## src/fea_pkg.sv

```systemverilog
package fea_pkg;

  localparam int unsigned MaxExtentsDef = 64;
  localparam int unsigned BlockBytesDef = 512;
  localparam int unsigned AddrW = 31;

  localparam logic [1:0] FUNC_INIT  = 2'd0;
  localparam logic [1:0] FUNC_BEST  = 2'd1;
  localparam logic [1:0] FUNC_NEAR  = 2'd2;
  localparam logic [1:0] FUNC_EXACT = 2'd3;

  localparam logic [1:0] ST_OK    = 2'd0;
  localparam logic [1:0] ST_NOFIT = 2'd1;
  localparam logic [1:0] ST_FULL  = 2'd2;

  // Request word as decoded and held for the scan and commit logic.
  typedef struct packed {
    logic [1:0]  func;
    logic [32:0] size;
    logic [32:0] a;
    logic [32:0] b;
  } req_t;

  // Commit command broadcast along the cell row.
  typedef struct packed {
    logic        init;
    logic        set_low;
    logic        split;
    logic [32:0] low_val;
    logic [32:0] cut_lo;
    logic [32:0] cut_hi;
  } cmd_t;

endpackage

```

## src/fea_cell.sv

```systemverilog
module fea_cell (
  input  logic                    clk,
  input  logic                    scan_en,
  input  logic                    cmd_en,
  input  logic                    sel_here,
  input  logic                    shift_here,
  input  logic                    prev_sel,
  input  fea_pkg::cmd_t           cmd,
  input  logic                    is_first,
  input  logic [fea_pkg::AddrW-1:0] prev_low,
  input  logic [fea_pkg::AddrW-1:0] prev_high,
  input  logic [fea_pkg::AddrW-1:0] next_low,
  input  logic [fea_pkg::AddrW-1:0] next_high,
  output logic [fea_pkg::AddrW-1:0] low,
  output logic [fea_pkg::AddrW-1:0] high
);
  import fea_pkg::*;

  logic [AddrW-1:0] low_r, high_r, low_nxt, high_nxt;

  always_comb begin
    low_nxt  = low_r;
    high_nxt = high_r;
    if (scan_en) begin
      low_nxt  = next_low;
      high_nxt = next_high;
    end else if (cmd_en) begin
      if (cmd.init) begin
        if (is_first) begin
          low_nxt  = '0;
          high_nxt = cmd.low_val[AddrW-1:0];
        end
      end else if (sel_here) begin
        if (cmd.split) begin
          high_nxt = cmd.cut_lo[AddrW-1:0];
        end else if (cmd.set_low) begin
          low_nxt = cmd.low_val[AddrW-1:0];
        end
      end else if (cmd.split && prev_sel) begin
        low_nxt  = cmd.cut_hi[AddrW-1:0];
        high_nxt = prev_high;
      end else if (cmd.split && shift_here) begin
        low_nxt  = prev_low;
        high_nxt = prev_high;
      end
    end
  end

  always_ff @(posedge clk) begin
    low_r  <= low_nxt;
    high_r <= high_nxt;
  end

  assign low  = low_r;
  assign high = high_r;
endmodule

```

## config.mk

```make
export PLATFORM = sky130hd
export DESIGN_NAME = fea_cell
export DESIGN_NICKNAME = d
export VERILOG_FILES = /design/src/fea_pkg.sv /design/src/fea_cell.sv
export SDC_FILE = /design/constraint.sdc
export NUM_CORES = 1
export LEC_CHECK = 0
export ABC_AREA = 1
export BUFFER_PORTS_ARGS = -buffer_cell sky130_fd_sc_hd__buf_2
export CORE_AREA = 3 3 114 116
export CTS_CLUSTER_DIAMETER = 50
export DETAILED_ROUTE_END_ITERATION = 8
export DIE_AREA = 0 0 117 119
export PLACE_DENSITY_LB_ADDON = 0.1
export SKIP_CTS_REPAIR_TIMING = 1
export SYNTH_ARGS = -nofsm -noshare
export SYNTH_HDL_FRONTEND = slang
export SYNTH_SLANG_ARGS = --single-unit
export TNS_END_PERCENT = 5
```

## constraint.sdc

```tcl
create_clock -name clk -period 3.9 [get_ports clk]
set_input_delay 0.78 -clock clk [delete_from_list [all_inputs] [get_ports clk]]
set_output_delay 0.78 -clock clk [all_outputs]
set_load 0.005 [all_outputs]
```

==> results of run 1 <==
-- routing by layer --
metal | track usage | vias to the layer above | wire [um]
met5 | 0 | - | 0
met4 | 0.0810 | 0 | 433
met3 | 0.0508 | 28 | 1350
met2 | 0.412 | 232 | 8180
met1 | 0.237 | 2133 | 5810
li1 | - | 2509 | -
-- layout make-up --
type | count | share of cell area
clock buffer | 12 | 0.0397
clock inverter | 3 | 0.00210
tap | 147 | 0.0309
inverter | 66 | 0.0416
sequential | 62 | 0.312
multi-input combinational | 481 | 0.323
timing repair buffer | 295 | 0.251
-- power by group --
part,leakage [nW],internal [W],switching [W],total [W]
clock,0.121,0.000421,0.000269,0.000690
combinational,2.75,0.000210,0.000267,0.000477
sequential,0.613,0.000859,0.0000257,0.000885
-- cell families (layout without fill, tap and decap cells) --
family	count (synthesis)	after routing	synth area share
AOI/OAI and AO/OA	1	1	0.00119
buffers and inverters	102	376	0.105
and+or+nand+nor	480	480	0.451
DFF	62	62	0.443
-- metrics by stage --
| stage | utilization | power [W] | setup slack, ns |
|---|---|---|---|
| 2_1_floorplan | - | 0.00110 | 0.937 |
| 3_3_place_gp | 0.475 | 0.00137 | 0.836 |
| 3_5_place_dp | 0.475 | 0.00138 | 0.796 |
| 4_1_cts | 0.496 | 0.00207 | 1.12 |
| 5_1_grt | 0.496 | 0.00216 | 0.906 |
| 6_report | 0.496 | 0.00205 | 1.15 |
-- cells in the final DEF (no fill, tap or decap) --
master	n
nand2_1	348
buf_2	288
inv_1	65
nand3_1	64
nor2_1	62
edfxtp_1	62
clkbuf_16	9
buf_4	7
nor2_4	4
clkbuf_1	3
clkinv_1	2
nand2_2	1
inv_2	1
or2_1	1
o21ai_0	1
clkinv_2	1
-- critical path: cells and delay by family --
kind | cells | cell delay (ns)
AO/OA/AOI/OAI | 1 | 0.29
buffers and inverters | 3 | 0.74
AND/OR/NAND/NOR | 2 | 0.83
-- state kept, by name, summed over array words and instances (netlist names) --
register and count:
low 31, high 31
-- how the worst max path moves through the flow --
| stage | to | cells past startpoint | slack [ns] |
|---|---|---|---|
| floorplan | low[0] | 6 | 0.94 |
| global placement | low[7] | 6 | 0.84 |
| detailed placement | high[30] | 6 | 0.80 |
| CTS | high[30] | 6 | 1.12 |
| global route | high[4] | 6 | 0.91 |
| finish | high[0] | 6 | 1.15 |
==> flow_summary.toml, run 1 <==
[global_routing]
grt_pass1_wl_um = 23600
grt_pass1_vias = 4917
grt_usage = 0.221
grt_max_degree = 63
antenna_found_initial = 0
gr-total-overflow = 0

[worst_hold_path]
hold_end = "high[10]"
holdCritStartpoint = "next_high[10]"
hold_path.class = "primary input to flip-flop"
hold_depth = 3

[finish]
multi_input_area_um2 = 1920
fillers = 1308
nNetsFinal = 1148
final_cell_count_no_fill = 1066
insertedDiodeCount = 0
ff_latch_area_um2 = 1860
post_route_cells_drive_above_1_share = 0.338
fin_area_um2 = 5960
area_delta_synth_final_pct = 41.7

[power_and_ir_drop]
peakVddDrop_v = 0.000154
leakage_nw = 3.48
power_density_nw_per_um2 = 344

[worst_setup_path]
cp_data_arrival_time_ns = 2.69
slowest_delay_ns = 0.76
cp-startpoint = "sel_here"
crit_fanout = 32
worstSetupStartpointType = "primary input"
cp_data_required_time_ns = 3.84
endpoint_kind = "flip-flop"
crit_slowest_cell = "nor2_4"
cp_cell_sequence = "buf_2, inv_2, nand2_1, buf_4, o21ai_0, nor2_4"
crit_type = "primary input to flip-flop"

[cts]
cts_tree = "built"
cts_buffers = 9
clkTransAtPathRegs_ns = 0.05
clock_sinks = 62
h-tree-depth = 3
cts-root-buf = "clkbuf_16"
cts_max_path_buffers = 2

[floorplan]
start_util = 0.350
num_rows = 40
dieWidth_um = 117
die_area_um2 = 13900
io_pins = 295
die_y_um = 119
coreArea_um2 = 12000

[logic_synthesis]
synth_edf_count = 62
syn_inst = 645
synth.top_cells.by_area = "edfxtp_1 (44%), nand2_1 (31%), nand3_1 (7.6%)"
syn_avg_cell_area_um2 = 6.52
syn-cell-area_um2 = 4200
yosysMostFrequentCell = "nand2_1"
async_flop_share = 0
yosys_warnings = 0
netlist.area_leader.share = 0.443
yosysSeqAreaShare = 0.443
synth_ff_type = "edfxtp_1"
yosys.area.top_type = "edfxtp_1"
syn-num-nets = 878
ys_types = 15
ys_seq_elements = 62
synth_commonest_cells = "nand2_1 (348), inv_1 (65), nor2_1 (65)"

[run_status]
status = "complete, no violations"

[routing]
drc = 0
final_antenna_net_count = 0
initialDrtViolationCount = 239
vias_per_cell = 4.60
drtPass1Iterations = 5
wirelength_um = 15800
vias = 4902
post_drt_wl_per_cell_um = 14.8

[placed_design]
portBuffers = 288
place_hpwl_um = 12600
place.gp.congestion = 0.866
dpl_cell_area_um2 = 5710
dpl.cell_count = 1051

[timing]
drv_slew = 0
setup_viol = 0
hold_viol_final = 0
slew_headroom = 0.393
fin_hold_ws_ns = 0.745
fmax_ghz = 0.364
tns_ns = 0
rsz0062_at_grt = "false"
worstMarginPinSlew_ns = 0.909
period_minus_slack_ns = 2.75
period_share = 0.705

[run]
maxCapViolCount = 0
Note: power is estimated with default switching activity, not from simulation.
==> run 2, diff against run 1 <==
Settings changed: CORE_AREA 3 3 114 116 to default, CORE_ASPECT_RATIO from default to 0.8, CORE_MARGIN from default to 3, CORE_UTILIZATION from default to 38, DIE_AREA 0 0 117 119 to default.
Clock period 3.9 ns to 2.4 ns, I/O delays scaled along.
==> flow_summary.toml, run 2 (synthesis gave the netlist of run 1 again) <==
[timing]
period_share = 0.800
period_minus_slack_ns = 1.92
hold_viol_final = 0
fmax_ghz = 0.521
fin_hold_ws_ns = 0.446
fin_ws_ns = 0.481
setup_viol = 0
slew_headroom = 0.404
drv_slew = 0
worstMarginPinSlew_ns = 0.893
rsz0062_at_grt = "false"

[power_and_ir_drop]
peakVddDrop_v = 0.000291
leakage_nw = 3.51
power_density_nw_per_um2 = 579

[placed_design]
pre_cts_ws_ns = 0.103
portBuffers = 288
place.gp.congestion = 0.874
place_hpwl_um = 12200
dpl.cell_count = 1047

[floorplan]
die_y_um = 100
io_pins = 295
start_util = 0.399
coreArea_um2 = 10500
die_area_um2 = 12400
dieWidth_um = 124
num_rows = 33

[global_routing]
antenna_found_initial = 0
grt_pass1_wl_um = 23000
grt_pass1_vias = 4853
grt_max_degree = 63
gr-total-overflow = 0
grt_usage = 0.241

[routing]
vias = 4966
initialDrtViolationCount = 255
vias_per_cell = 4.67
wirelength_um = 15200
drc = 0
final_antenna_net_count = 0
drtPass1Iterations = 5
post_drt_wl_per_cell_um = 14.3

[cts]
cts_max_path_buffers = 2
clock_sinks = 62
h-tree-depth = 3
cts_tree = "built"
cts-root-buf = "clkbuf_16"
cts_buffers = 9
clkTransAtPathRegs_ns = 0.06

[worst_hold_path]
hold_path.class = "primary input to flip-flop"

[finish]
area_delta_synth_final_pct = 43.1
final_cell_count_no_fill = 1064
ff_latch_area_um2 = 1860
nNetsFinal = 1151
fillers = 1080
multi_input_area_um2 = 1920
final_common_cell = "nand2_1"
post_route_cells_drive_above_1_share = 0.345
layout_common_cells = "nand2_1 (348), buf_2 (288), inv_1 (65), nand3_1 (64)"

[worst_setup_path]
cp_data_arrival_time_ns = 1.86
cp-startpoint = "sel_here"
endpoint = "high[20]"
cp_data_required_time_ns = 2.34
crit_fanout = 31
endpoint_kind = "flip-flop"
worstSetupStartpointType = "primary input"
crit_type = "primary input to flip-flop"

[run]
maxCapViolCount = 0

[run_status]
status = "complete, no violations"
[run 2: cell count changes in the layout (fill, tap and decap cells not counted)]
cell	previous run	this run
diode_2	0	1
buf_4	7	10
clkinv_1	2	1
clkinv_4	0	1
clkbuf_1	3	1
clkinvlp_4	0	2
bufinv_16	0	1
[run 2: area by class of cell]
type / instances / share of cell area
antenna: 1 / 0.000416
clock buffer: 10 / 0.0381
clock inverter: 6 / 0.0104
inverter: 66 / 0.0412
multi-input combinational: 481 / 0.319
sequential: 62 / 0.309
tap: 140 / 0.0291
timing repair buffer: 298 / 0.252
[run 2: worst min-delay path by stage]
stage / end / depth (start not counted) / start / slack (ns)
2_1_floorplan: high[0] / 2 / next_high[0] / 0.68
3_3_place_gp: high[19] / 3 / next_high[19] / 0.77
3_5_place_dp: high[0] / 3 / next_high[0] / 0.77
4_1_cts: high[22] / 3 / next_high[22] / 0.44
5_1_grt: high[17] / 3 / next_high[17] / 0.44
6_report: high[22] / 3 / next_high[22] / 0.45
[run 2: where the power goes]
group / total [W] / switching, W / internal [W]
Combinational: 0.000772 / 0.000427 / 0.000345
Sequential: 0.00144 / 0.0000426 / 0.00139
Clock: 0.00127 / 0.000472 / 0.000800
Total: 0.00348 / 0.000942 / 0.00254
[run 2: critical path, cell delays in order]
cell and delay, ns:
buf_2 0.27, inv_2 0.06, nand2_1 0.08, o21ai_0 0.21, nor2_4 0.75
[run 2: per-stage QoR]
step / instance area (um^2) / power [W] / util / setup TNS, ns
after floorplan: 4210 / 0.00179 / - / -7.82
after global placement: 5720 / 0.00223 / 0.544 / 0
after detailed placement: 5720 / 0.00224 / 0.544 / 0
after CTS: 6010 / 0.00351 / 0.571 / 0
after global routing: 6010 / 0.00366 / 0.571 / 0
final: 6020 / 0.00348 / 0.571 / 0
[run 2: routing by layer]
layer / routed length [um] / track usage
met5: 0 / 0
met4: 351 / 0.0740
met3: 1390 / 0.0682
met2: 7930 / 0.449
met1: 5530 / 0.261
